==> config.mk <==
export PLATFORM = sky130hd
export DESIGN_NAME = page_frame_allocator_unit
export DESIGN_NICKNAME = d
export VERILOG_FILES = /design/src/design/pfa_pkg.sv /design/src/design/pfa_ram.sv /design/src/design/pfa_front.sv /design/src/design/pfa_back.sv /design/src/design/pfa_result_q.sv /design/src/design/page_frame_allocator_unit.sv
export SDC_FILE = /design/constraint.sdc
export NUM_CORES = 1
export LEC_CHECK = 0
export BUFFER_PORTS_ARGS = -buffer_cell sky130_fd_sc_hd__buf_2
export CORE_AREA = 2 2 218 220
export CTS_CLUSTER_SIZE = 12
export DETAILED_ROUTE_END_ITERATION = 6
export DIE_AREA = 0 0 220 222
export PLACE_DENSITY = 0.84
export REMOVE_ABC_BUFFERS = 1
export SLEW_MARGIN = 20
export SYNTH_ARGS = -nofsm -noshare
export SYNTH_HDL_FRONTEND = slang
export SYNTH_HIERARCHICAL = 1
export SYNTH_SLANG_ARGS = --single-unit
==> constraint.sdc <==
create_clock -name i_clk -period 8.1 [get_ports i_clk]
set_clock_uncertainty 0.05 [all_clocks]
set_input_delay 1.215 -clock i_clk [delete_from_list [all_inputs] [get_ports i_clk]]
set_output_delay 1.215 -clock i_clk [all_outputs]
set_load 0.02 [all_outputs]
==> src/design/pfa_pkg.sv <==
package pfa_pkg;

    localparam int FRAMES      = 64;
    localparam int MAX_REQUEST = 16;
    localparam int ID_BITS     = 8;
    localparam int FRAME_BITS  = $clog2(FRAMES);
    localparam int FREE_BITS   = $clog2(FRAMES + 1);
    localparam int COUNT_BITS  = 5;
    localparam int CMD_DEPTH   = 2;
    localparam int RES_DEPTH   = 4;

    typedef enum logic [1:0] {
        ST_ASSIGNED = 2'd0,
        ST_NO_SPACE = 2'd1,
        ST_RELEASED = 2'd2
    } t_status;

    typedef enum logic [1:0] {
        K_ALLOC   = 2'd0,
        K_RELEASE = 2'd1,
        K_REJECT  = 2'd2
    } t_kind;

    typedef enum logic [1:0] {
        S_IDLE,
        S_ALLOC,
        S_SWEEP,
        S_REPORT
    } t_state;

    typedef struct packed {
        t_kind                  kind;
        logic [ID_BITS-1:0]     id;
        logic [COUNT_BITS-1:0]  count;
    } t_cmd;

    typedef struct packed {
        t_status                status;
        logic [COUNT_BITS-1:0]  logical_page;
        logic [FRAME_BITS-1:0]  frame;
        logic [FREE_BITS-1:0]   free_frames;
        logic                   last;
    } t_result;

    // lowest free frame
    function automatic logic [FRAME_BITS-1:0] first_free(input logic [FRAMES-1:0] used);
        logic [FRAME_BITS-1:0] idx;
        idx = '0;
        for (int i = FRAMES - 1; i >= 0; i--) begin
            if (!used[i]) begin
                idx = FRAME_BITS'(i);
            end
        end
        return idx;
    endfunction

endpackage

==> src/design/pfa_ram.sv <==
module pfa_ram #(
    parameter int WIDTH = 8,
    parameter int DEPTH = 64
) (
    input  logic                     i_clk,
    input  logic                     i_we,
    input  logic [$clog2(DEPTH)-1:0] i_waddr,
    input  logic [WIDTH-1:0]         i_wdata,
    input  logic [$clog2(DEPTH)-1:0] i_raddr,
    output logic [WIDTH-1:0]         o_rdata
);

    logic [WIDTH-1:0] r_mem [DEPTH];

    always_ff @(posedge i_clk) begin
        if (i_we) begin
            r_mem[i_waddr] <= i_wdata;
        end
        o_rdata <= r_mem[i_raddr];
    end

endmodule

==> src/design/pfa_front.sv <==
module pfa_front import pfa_pkg::*; (
    input  logic                   i_clk,
    input  logic                   i_rst_n,
    input  logic                   push,
    output logic                   full,
    input  logic                   i_action,
    input  logic [ID_BITS-1:0]     i_requester_id,
    input  logic [COUNT_BITS-1:0]  i_page_count,
    output logic                   o_cmd_valid,
    output t_cmd                   o_cmd,
    input  logic                   i_cmd_pop
);

    localparam int PTR_BITS = $clog2(CMD_DEPTH);
    localparam int CNT_BITS = $clog2(CMD_DEPTH + 1);

    t_cmd                r_mem [CMD_DEPTH];
    logic [PTR_BITS-1:0] r_wr, r_rd;
    logic [CNT_BITS-1:0] r_cnt;
    t_cmd                cls;
    logic                wr_en, rd_en;

    always_comb begin
        cls.id    = i_requester_id;
        cls.count = i_page_count;
        if (i_action) begin
            cls.kind = K_RELEASE;
        end else if (i_page_count == '0 ||
                     i_page_count > COUNT_BITS'(MAX_REQUEST)) begin
            cls.kind = K_REJECT;
        end else begin
            cls.kind = K_ALLOC;
        end
    end

    assign full        = (r_cnt == CNT_BITS'(CMD_DEPTH));
    assign o_cmd_valid = (r_cnt != '0);
    assign o_cmd       = r_mem[r_rd];
    assign wr_en       = push && !full;
    assign rd_en       = i_cmd_pop && o_cmd_valid;

    always_ff @(posedge i_clk) begin
        if (!i_rst_n) begin
            r_wr  <= '0;
            r_rd  <= '0;
            r_cnt <= '0;
        end else begin
            if (wr_en) begin
                r_wr <= r_wr + 1'b1;
            end
            if (rd_en) begin
                r_rd <= r_rd + 1'b1;
            end
            if (wr_en && !rd_en) begin
                r_cnt <= r_cnt + 1'b1;
            end else if (rd_en && !wr_en) begin
                r_cnt <= r_cnt - 1'b1;
            end
        end
    end

    always_ff @(posedge i_clk) begin
        if (wr_en) begin
            r_mem[r_wr] <= cls;
        end
    end

endmodule

==> src/design/pfa_back.sv <==
module pfa_back import pfa_pkg::*; (
    input  logic    i_clk,
    input  logic    i_rst_n,
    input  logic    i_cmd_valid,
    input  t_cmd    i_cmd,
    output logic    o_cmd_pop,
    output logic    o_res_valid,
    output t_result o_res,
    input  logic    i_res_ready
);

    localparam logic [FRAME_BITS-1:0] LAST_FRAME = FRAME_BITS'(FRAMES - 1);

    t_state                 r_state, n_state;
    logic [FRAMES-1:0]      r_used, n_used;
    logic [FREE_BITS-1:0]   r_free, n_free;
    logic [ID_BITS-1:0]     r_id, n_id;
    logic [COUNT_BITS-1:0]  r_count, n_count;
    logic [COUNT_BITS-1:0]  r_given, n_given;
    logic [FRAME_BITS-1:0]  r_idx, n_idx;
    logic                   r_chk, n_chk;
    logic [FRAME_BITS-1:0]  r_chk_idx, n_chk_idx;

    logic [FRAME_BITS-1:0]  first;
    logic                   short_space;
    logic                   alloc_last;
    logic                   chk_hit;
    logic                   ram_we;
    logic [ID_BITS-1:0]     ram_rdata;

    assign first       = first_free(r_used);
    assign short_space = FREE_BITS'(i_cmd.count) > r_free;
    assign alloc_last  = (r_given + 1'b1) == r_count;
    assign chk_hit     = r_chk && r_used[r_chk_idx] && (ram_rdata == r_id);

    pfa_ram #(
        .WIDTH (ID_BITS),
        .DEPTH (FRAMES)
    ) u_owner (
        .i_clk   (i_clk),
        .i_we    (ram_we),
        .i_waddr (first),
        .i_wdata (r_id),
        .i_raddr (r_idx),
        .o_rdata (ram_rdata)
    );

    always_comb begin
        n_state = r_state;
        unique case (r_state)
            S_IDLE: begin
                if (i_cmd_valid && i_res_ready) begin
                    if (i_cmd.kind == K_ALLOC && !short_space) begin
                        n_state = S_ALLOC;
                    end else if (i_cmd.kind == K_RELEASE) begin
                        n_state = S_SWEEP;
                    end
                end
            end
            S_ALLOC: begin
                if (i_res_ready && alloc_last) begin
                    n_state = S_IDLE;
                end
            end
            S_SWEEP: begin
                if (r_idx == LAST_FRAME) begin
                    n_state = S_REPORT;
                end
            end
            S_REPORT: begin
                if (!r_chk && i_res_ready) begin
                    n_state = S_IDLE;
                end
            end
            default: n_state = S_IDLE;
        endcase
    end

    always_comb begin
        n_used      = r_used;
        n_free      = r_free;
        n_id        = r_id;
        n_count     = r_count;
        n_given     = r_given;
        n_idx       = r_idx;
        n_chk       = 1'b0;
        n_chk_idx   = r_chk_idx;
        o_cmd_pop   = 1'b0;
        o_res_valid = 1'b0;
        o_res       = '{status: ST_NO_SPACE, logical_page: '0, frame: '0,
                        free_frames: r_free, last: 1'b1};
        ram_we      = 1'b0;
        unique case (r_state)
            S_IDLE: begin
                if (i_cmd_valid && i_res_ready) begin
                    o_cmd_pop = 1'b1;
                    n_id      = i_cmd.id;
                    n_count   = i_cmd.count;
                    n_given   = '0;
                    n_idx     = '0;
                    if (i_cmd.kind == K_REJECT || (i_cmd.kind == K_ALLOC && short_space)) begin
                        o_res_valid = 1'b1;
                    end
                end
            end
            S_ALLOC: begin
                if (i_res_ready) begin
                    n_used[first] = 1'b1;
                    ram_we        = 1'b1;
                    n_free        = r_free - 1'b1;
                    n_given       = r_given + 1'b1;
                    o_res_valid   = 1'b1;
                    o_res = '{status: ST_ASSIGNED, logical_page: r_given + 1'b1,
                              frame: first, free_frames: r_free - 1'b1,
                              last: alloc_last};
                end
            end
            S_SWEEP: begin
                n_chk     = 1'b1;
                n_chk_idx = r_idx;
                n_idx     = r_idx + 1'b1;
                if (chk_hit) begin
                    n_used[r_chk_idx] = 1'b0;
                    n_free            = r_free + 1'b1;
                end
            end
            S_REPORT: begin
                if (chk_hit) begin
                    n_used[r_chk_idx] = 1'b0;
                    n_free            = r_free + 1'b1;
                end
                if (!r_chk && i_res_ready) begin
                    o_res_valid = 1'b1;
                    o_res = '{status: ST_RELEASED, logical_page: '0, frame: '0,
                              free_frames: r_free, last: 1'b1};
                end
            end
            default: ;
        endcase
    end

    always_ff @(posedge i_clk) begin
        if (!i_rst_n) begin
            r_state <= S_IDLE;
            r_used  <= '0;
            r_free  <= FREE_BITS'(FRAMES);
            r_chk   <= 1'b0;
        end else begin
            r_state <= n_state;
            r_used  <= n_used;
            r_free  <= n_free;
            r_chk   <= n_chk;
        end
    end

    always_ff @(posedge i_clk) begin
        r_id      <= n_id;
        r_count   <= n_count;
        r_given   <= n_given;
        r_idx     <= n_idx;
        r_chk_idx <= n_chk_idx;
    end

    a_free_matches_map: assert property (@(posedge i_clk) disable iff (!i_rst_n)
        r_state == S_IDLE |-> $countones(~r_used) == int'(r_free))
        else $error("free count disagrees with frame map");

    a_alloc_has_frame: assert property (@(posedge i_clk) disable iff (!i_rst_n)
        r_state == S_ALLOC |-> r_free != '0 && !r_used[first])
        else $error("allocation with no free frame");

    a_free_bounded: assert property (@(posedge i_clk) disable iff (!i_rst_n)
        r_free <= FREE_BITS'(FRAMES))
        else $error("free count above frame total");

    a_sweep_to_report: assert property (@(posedge i_clk) disable iff (!i_rst_n)
        r_state == S_SWEEP && r_idx == LAST_FRAME |=> r_state == S_REPORT && r_chk)
        else $error("sweep did not end in report");

endmodule

==> src/design/pfa_result_q.sv <==
module pfa_result_q import pfa_pkg::*; (
    input  logic                   i_clk,
    input  logic                   i_rst_n,
    input  logic                   i_res_valid,
    input  t_result                i_res,
    output logic                   o_res_ready,
    output logic                   empty,
    input  logic                   pop,
    output logic [1:0]             o_status,
    output logic [COUNT_BITS-1:0]  o_logical_page,
    output logic [FRAME_BITS-1:0]  o_frame,
    output logic [FREE_BITS-1:0]   o_free_frames,
    output logic                   o_last
);

    localparam int PTR_BITS = $clog2(RES_DEPTH);
    localparam int CNT_BITS = $clog2(RES_DEPTH + 1);

    t_result             r_mem [RES_DEPTH];
    logic [PTR_BITS-1:0] r_wr, r_rd;
    logic [CNT_BITS-1:0] r_cnt;
    logic                wr_en, rd_en;
    t_result             head;

    assign o_res_ready    = (r_cnt != CNT_BITS'(RES_DEPTH));
    assign empty          = (r_cnt == '0);
    assign wr_en          = i_res_valid && o_res_ready;
    assign rd_en          = pop && !empty;
    assign head           = r_mem[r_rd];
    assign o_status       = head.status;
    assign o_logical_page = head.logical_page;
    assign o_frame        = head.frame;
    assign o_free_frames  = head.free_frames;
    assign o_last         = head.last;

    always_ff @(posedge i_clk) begin
        if (!i_rst_n) begin
            r_wr  <= '0;
            r_rd  <= '0;
            r_cnt <= '0;
        end else begin
            if (wr_en) begin
                r_wr <= r_wr + 1'b1;
            end
            if (rd_en) begin
                r_rd <= r_rd + 1'b1;
            end
            if (wr_en && !rd_en) begin
                r_cnt <= r_cnt + 1'b1;
            end else if (rd_en && !wr_en) begin
                r_cnt <= r_cnt - 1'b1;
            end
        end
    end

    always_ff @(posedge i_clk) begin
        if (wr_en) begin
            r_mem[r_wr] <= i_res;
        end
    end

endmodule

==> src/design/page_frame_allocator_unit.sv <==
// Allocate: after acceptance the back end enters S_ALLOC, then writes one word per cycle
//   while the result queue has room (each frame from a priority encoder on the in-use map).
// Release: one owner-memory read per frame in S_SWEEP, then one word from S_REPORT.
// No space / bad count: one word, written in the acceptance cycle and readable in the next.
// The back end takes no new command until it is back in S_IDLE.
// Synchronous active-low reset frees every frame at once; owner memory is not cleared.
module page_frame_allocator_unit import pfa_pkg::*; (
    input  logic                   i_clk,
    input  logic                   i_rst_n,
    input  logic                   push,
    output logic                   full,
    input  logic                   i_action,
    input  logic [ID_BITS-1:0]     i_requester_id,
    input  logic [COUNT_BITS-1:0]  i_page_count,
    output logic                   empty,
    input  logic                   pop,
    output logic [1:0]             o_status,
    output logic [COUNT_BITS-1:0]  o_logical_page,
    output logic [FRAME_BITS-1:0]  o_frame,
    output logic [FREE_BITS-1:0]   o_free_frames,
    output logic                   o_last
);

    logic    cmd_valid, cmd_pop;
    t_cmd    cmd;
    logic    res_valid, res_ready;
    t_result res;

    pfa_front u_front (
        .i_clk          (i_clk),
        .i_rst_n        (i_rst_n),
        .push           (push),
        .full           (full),
        .i_action       (i_action),
        .i_requester_id (i_requester_id),
        .i_page_count   (i_page_count),
        .o_cmd_valid    (cmd_valid),
        .o_cmd          (cmd),
        .i_cmd_pop      (cmd_pop)
    );

    pfa_back u_back (
        .i_clk       (i_clk),
        .i_rst_n     (i_rst_n),
        .i_cmd_valid (cmd_valid),
        .i_cmd       (cmd),
        .o_cmd_pop   (cmd_pop),
        .o_res_valid (res_valid),
        .o_res       (res),
        .i_res_ready (res_ready)
    );

    pfa_result_q u_resq (
        .i_clk          (i_clk),
        .i_rst_n        (i_rst_n),
        .i_res_valid    (res_valid),
        .i_res          (res),
        .o_res_ready    (res_ready),
        .empty          (empty),
        .pop            (pop),
        .o_status       (o_status),
        .o_logical_page (o_logical_page),
        .o_frame        (o_frame),
        .o_free_frames  (o_free_frames),
        .o_last         (o_last)
    );

endmodule
==> results of run 1 <==
[state kept, by name, indices dropped and copies added (netlist names), 3 cells and up, named ones only]
register,cells
u_back/u_owner/r_mem,512
u_resq/r_mem,84
u_back/r_used,64
u_front/r_mem,30
u_back/r_id,8
u_back/u_owner/o_rdata,8
u_back/r_free,7
u_back/r_chk_idx,6
u_back/r_idx,6
u_back/r_count,5
u_back/r_given,5
u_resq/r_cnt,3
[power groups by stage]
stage | sequential, mW | combinational [mW] | clock (mW)
floorplan | 5.65 | 1.85 | 0
global placement | 5.16 | 3.16 | 0
detailed placement | 5.18 | 3.28 | 0
CTS | 5.11 | 3.38 | 3.23
global route | 5.13 | 3.60 | 3.38
finish | 5.11 | 3.41 | 3.20
[routing by layer]
metal  share of wire  track usage  vias to the layer above
met5         0.00017            0                        -
met4           0.044        0.137                        2
met3            0.12       0.0733                      291
met2            0.47        0.512                     1474
met1            0.37        0.467                     9511
li1                -            -                     7670
[cells by family after synthesis]
| group | share of synthesized area |
|---|---|
| AO/OA/AOI/OAI | 0.0663 |
| XOR/XNOR | 0.0101 |
| adder cells (fa/ha/maj) | 0.00665 |
| buffers and inverters | 0.0238 |
| flip-flops | 0.692 |
| multiplexers | 0.133 |
| AND/OR/NAND/NOR | 0.0679 |
[cell usage after synthesis, types with 13 or more instances]
master    instances  share of area
mux2i_1          36          0.012
o21ai_0          70          0.011
ha_1             15         0.0060
nand2b_1         15         0.0030
buf_6            13         0.0047
clkbuf_1         35         0.0042
xor2_1           13         0.0036
a22oi_1          13         0.0031
o311ai_1         36          0.010
nand4_1          21         0.0042
buf_2            17         0.0027
a21oi_1          31         0.0050
o311ai_0         14         0.0039
xnor2_1          23         0.0065
mux2_2           37          0.013
nand2_1          97          0.012
nand3_1          56         0.0090
dfxtp_1          96          0.062
edfxtp_1        656           0.63
and2_1           17         0.0034
inv_1            35         0.0042
mux4_2          149           0.11
nor2_1          131          0.016
buf_4            17         0.0041
nor3_1           27         0.0043
nor2b_1          25         0.0050
[worst register-to-register path, stage by stage (launching register included)]
cell and delay (ns):
dfxtp_1 0.42, nand3_1 0.19, a2111oi_0 0.68, a311oi_2 0.38
nor2_2 0.44, inv_2 0.23, nor2b_1 0.33, nand3_1 0.60
nor2_1 0.82
[through the flow]
step	std cells	power, mW
4_1_cts	2590	11.7
5_1_grt	2590	12.1
2_1_floorplan	1794	7.50
3_3_place_gp	2467	8.32
3_5_place_dp	2467	8.47
6_report	2590	11.7
[path summary, 6_finish.rpt]
check                                      from                                     to  slack (ns)  cells after the start
setup / recovery  u_back/r_used[3]$_SDFFE_PN0P_  u_back/u_owner/r_mem[62][0]$_DFFE_PP_        3.60                      8
setup reg to reg  u_back/r_used[3]$_SDFFE_PN0P_  u_back/u_owner/r_mem[62][0]$_DFFE_PP_        3.60                      8
hold / removal      u_resq/r_wr[1]$_SDFFE_PN0P_            u_resq/r_wr[1]$_SDFFE_PN0P_        0.45                      2
hold reg to reg     u_resq/r_wr[1]$_SDFFE_PN0P_            u_resq/r_wr[1]$_SDFFE_PN0P_        0.45                      2
[cell type report]
cell class	count	area (µm²)
Clock buffer	110	2070
Clock inverter	13	125
Fill cell	2567	12300
Inverter	39	146
Multi-Input combinational cell	1003	8880
Sequential cell	752	21600
Tap cell	607	759
Timing Repair Buffer	66	395
==> metrics, run 1 <==
outcome=complete, but fails checks; failing checks=DRC; crit start category=register; gr usage total=0.332; first-pass detailed-route iteration total=7; Worst Hold Class=reg -> reg; combinational power share=0.291; clock-pin slew on the worst setup and hold paths=0.06 ns; pin count of the biggest net entering global routing=66; clock buffer depth=3; DIE AREA=48800 µm²; crit path cell chain=nand3_1 -> a2111oi_0 -> a311oi_2 -> nor2_2 -> inv_2 -> nor2b_1 -> nand3_1 -> nor2_1; global route total overflow=0; Pwr per Cell Area=345 nW/µm²; Largest stage delay, worst path=0.82 ns; switching share of power=0.322; sequential cell fraction of total power=0.436; crit path buf inv count=1; critical path's top delay family=simple AND/OR/NAND/NOR gates; routed length per instance=30.3 µm; crit path max-delay cell type=nor2_1; Detail Route Antenna Nets=0; vias=18900; Hold Buf Count CTS=0; sequential-to-total area share from yosys stat=0.692; most frequent cells in the layout=656 x edfxtp_1, 149 x mux4_2, 131 x nor2_1; critical path type=reg -> reg; most common cell type on the critical path=nand3_1; Starting DRT DRC Count=3043; setup slack after layout=3.60 ns; Worst Path Required=8.28 ns; final hold vios=0; post-CTS setup buffer count=0; Die X=220 µm; port bufs=40; Period minus WS final=4.50 ns; total core area=46300 µm²; Lkg Pwr=10.7 nW; P&R area growth vs syn=8.87%; Util after Layout=0.735; vias per cell=7.32; nature of the critical path endpoint=register; CTS resizes=0; Synth Warn #=6; vias in the first global route=18800; number of placed I/O pins=41; syn_area_per_cell=16.5 µm²; #FFs+latches synth=752; Post-synth EDFFs=656; clock latency on the worst-skew pair=0.63 ns; Clk pwr share=0.273; Worst EP arrival=4.68 ns; Final Slew Violations=0; drt drc=1; htree depth=3; # nets final=1971; cell count after synthesis=1887; highest clock rate=222 MHz; RSZ-0062 raised after global routing=no; Hold Worst Slack=0.449 ns; Finished Cell Area=34000 µm²; ANT cells=0; Die Y=222 µm; Post-synth ARST share=0; WL final=78600 µm; synthesized cell area=31200 µm²; Sw Pwr=3.78 mW; total CTS buffers=75; num rows=79; Root Buffer=clkbuf_16; Final Setup Violations=0; DP HPWL=45200 µm; Starting Density=0.675; Least-Margin Pin Slew=1.09 ns; Max-Cap Viols=0; Placed Instance Area=31800 µm²; CTS tree=built; top_reg_cell synth=edfxtp_1; post-place setup slack=3.71 ns; Worst slew margin=0.277; initial antenna violation count=1; commonest non-fill, non-tap cell in the layout=edfxtp_1; period utilisation layout=0.555; VDD IR max=0.294 mV; post-synth cell types=81; first-pass GRT wire length=119000 µm; CTS Sinks=752; Critical Path Fanout Max=13; final RePlAce weighted congestion=0.952; layout cells sized above 1=0.185; Internal Pwr Total=7.95 mW; setup TNS=0 ns
Power figures use the tool's default switching activity.
==> run 2: changes to the inputs <==
--- a/config.mk
+++ b/config.mk
@@ -6,11 +6,11 @@
 export NUM_CORES = 1
 export LEC_CHECK = 0
 export BUFFER_PORTS_ARGS = -buffer_cell sky130_fd_sc_hd__buf_2
-export CORE_AREA = 2 2 218 220
+export CORE_AREA = 2 2 238 240
 export CTS_CLUSTER_SIZE = 12
 export DETAILED_ROUTE_END_ITERATION = 6
-export DIE_AREA = 0 0 220 222
-export PLACE_DENSITY = 0.84
+export DIE_AREA = 0 0 240 242
+export PLACE_DENSITY = 0.75
 export REMOVE_ABC_BUFFERS = 1
 export SLEW_MARGIN = 20
 export SYNTH_ARGS = -nofsm -noshare
==> constraint.sdc (replaced) <==
create_clock -name i_clk -period 3.8 [get_ports i_clk]
set_clock_uncertainty 0.05 [all_clocks]
set_input_delay 0.57 -clock i_clk [delete_from_list [all_inputs] [get_ports i_clk]]
set_output_delay 0.57 -clock i_clk [all_outputs]
set_load 0.02 [all_outputs]
==> run 2 against run 1 <==
The flow now finishes without violations; cell area is 3.5% higher; sequential share of layout area fell by 2.2 points; utilization decreased by 10 points; via count decreased by 4.0%.
==> metrics, run 2 (synthesized netlist as in run 1, its figures left out) <==
Worst Hold Class=in -> reg (was reg -> reg); Largest stage delay, worst path=0.39 ns (was 0.82 ns); gr usage total=0.254 (was 0.332); Worst Path Required=4.30 ns (was 8.28 ns); commonest non-fill, non-tap cell in the layout=edfxtp_1 (unchanged); final RePlAce weighted congestion=0.948 (was 0.952); total CTS buffers=76 (was 75); period utilisation layout=0.952 (was 0.555); DP HPWL=45400 µm (was 45200 µm); clock buffer depth=3 (unchanged); # nets final=2084 (was 1971); vias in the first global route=18000 (was 18800); Root Buffer=clkbuf_16 (unchanged); pin count of the biggest net entering global routing=65 (was 66); WL met2=34900 µm (was 37200 µm); Max-Cap Viols=0 (unchanged); Util after Layout=0.631 (was 0.735); Period minus WS final=3.62 ns (was 4.50 ns); port bufs=40 (unchanged); vias per cell=6.38 (was 7.32); fillers=3831 (was 2567); Starting DRT DRC Count=2479 (was 3043); Biggest register=u_back/u_owner/r_mem (unchanged); Final Setup Violations=0 (unchanged); Hold Worst Slack=0.0915 ns (was 0.449 ns); drt drc=0 (was 1); initial antenna violation count=0 (was 1); clock latency on the worst-skew pair=0.62 ns (was 0.63 ns); Design Power=25.2 mW (was 11.7 mW); Worst EP arrival=4.11 ns (was 4.68 ns); Detail Route Antenna Nets=0 (unchanged); setup slack after layout=0.184 ns (was 3.60 ns); final hold vios=0 (unchanged); max reg flops=512 (unchanged); first-pass detailed-route iteration total=6 (was 7); top layer in use=met4 (was met5); most common cell type on the critical path=ha_1 (was nand3_1); num rows=87 (was 79); Placed Cells=2728 (was 2467); Least-Margin Pin Slew=1.11 ns (was 1.09 ns); number of placed I/O pins=41 (unchanged); CTS tree=built (unchanged); Die Y=242 µm (was 222 µm); critical path type=reg -> reg (unchanged); post-CTS setup buffer count=0 (unchanged); post-place setup slack=0.0673 ns (was 3.71 ns); Die X=240 µm (was 220 µm); outcome=finished clean (was complete, but fails checks); Worst slew margin=0.257 (was 0.277); routed length on met3=6880 µm (was 9110 µm); htree depth=3 (unchanged); global route total overflow=0 (unchanged); Critical Path Fanout Max=5 (was 13); total core area=55700 µm² (was 46300 µm²); Pwr per Cell Area=717 nW/µm² (was 345 nW/µm²); largest registers=u_back/u_owner/r_mem x512, u_resq/r_mem x84, u_back/r_used x64 (unchanged); VDD IR max=0.696 mV (was 0.294 mV); crit path cell chain=mux2_2 -> ha_1 -> and3_1 -> a311oi_2 -> a21oi_1 -> o31ai_2 -> a21boi_4 -> ha_1 -> inv_1 -> fa_1 -> xor2_1 -> or3_1 -> a21boi_1 (was nand3_1 -> a2111oi_0 -> a311oi_2 -> nor2_2 -> inv_2 -> nor2b_1 -> nand3_1 -> nor2_1); routed length per instance=25.6 µm (was 30.3 µm); crit path max-delay cell type=fa_1 (was nor2_1); vias=18200 (was 18900); most frequent cells in the layout=656 x edfxtp_1, 149 x mux4_2, 131 x nor2_1 (unchanged); Final Slew Violations=0 (unchanged); WL final=72900 µm (was 78600 µm); layout cells sized above 1=0.228 (was 0.185); clock-pin slew on the worst setup and hold paths=0.06 ns (about the same); Layout Cells excl Fill=2852 (was 2590); nature of the critical path endpoint=register (unchanged); crit start category=register (unchanged); first-pass GRT wire length=110000 µm (was 119000 µm); CTS Sinks=752 (unchanged); Starting Density=0.560 (was 0.675); DRT met1 WL=29000 µm (was 28800 µm); highest clock rate=277 MHz (was 222 MHz); Lkg Pwr=11.3 nW (was 10.7 nW); DIE AREA=58100 µm² (was 48800 µm²); P&R area growth vs syn=12.7% (was 8.87%); RSZ-0062 raised after global routing=no (unchanged)
==> run 2: area by class of cell <==
type	instances	area (µm²)	area share
timing repair buffer	178	1330	0.0377
clock inverter	13	144	0.00409
clock buffer	110	2130	0.0605
antenna	1	2.50	0.0000711
sequential	752	21600	0.615
tap	756	946	0.0269
inverter	39	146	0.00416
multi-input combinational	1003	8870	0.252
==> run 2: through the flow <==
stage               TNS, ns  instance area, µm²
detailed placement        0               32900
CTS                       0               35200
finish                    0               35200
floorplan            -40.13               30600
global route              0               35200
global placement          0               32900
==> run 2: critical path, delay by kind of cell (launching register included) <==
kind                     cells  cell delay (ns)
AO/OA/AOI/OAI                5             1.05
multiplexers                 1             0.37
XOR/XNOR                     1             0.19
adder cells (fa/ha/maj)      3             0.91
AND/OR/NAND/NOR              2             0.52
buffers and inverters        1             0.07
flip-flops                   1             0.38
==> run 2: what timing repair did <==
action / 4_1_cts / 5_1_grt
hold buffers: 0 / 0
setup endpoints to repair: 0 / 1
resized for setup: 0 / 4
==> run 2: metal layers <==
metal  GRT usage  up-vias
li1            -     7892
met1       0.361     9149
met2       0.395      985
met3      0.0529      164
met4      0.0853        0
met5           0        -
==> run 2: worst paths after layout <==
| check | startpoint | endpoint | slack [ns] | depth (start not counted) |
|---|---|---|---|---|
| min reg2reg | u_back/r_used[29]$_SDFFE_PN0P_ | u_back/r_used[29]$_SDFFE_PN0P_ | 0.46 | 2 |
| max | register | u_resq/r_cnt[2]$_SDFFE_PN0P_ | 0.18 | 13 |
| max reg2reg | register | u_resq/r_cnt[2]$_SDFFE_PN0P_ | 0.18 | 13 |
| min | i_requester_id[3] | u_front/r_mem[0][8]$_DFFE_PP_ | 0.09 | 1 |
==> run 2: power breakdown <==
part	internal (mW)	switching [mW]	leakage (nW)	total (mW)
combinational	2.85	4.39	3.50	7.24
sequential	10.5	0.525	6.72	11.0
clock	4.01	2.96	1.10	6.97
total	17.3	7.88	11.3	25.2
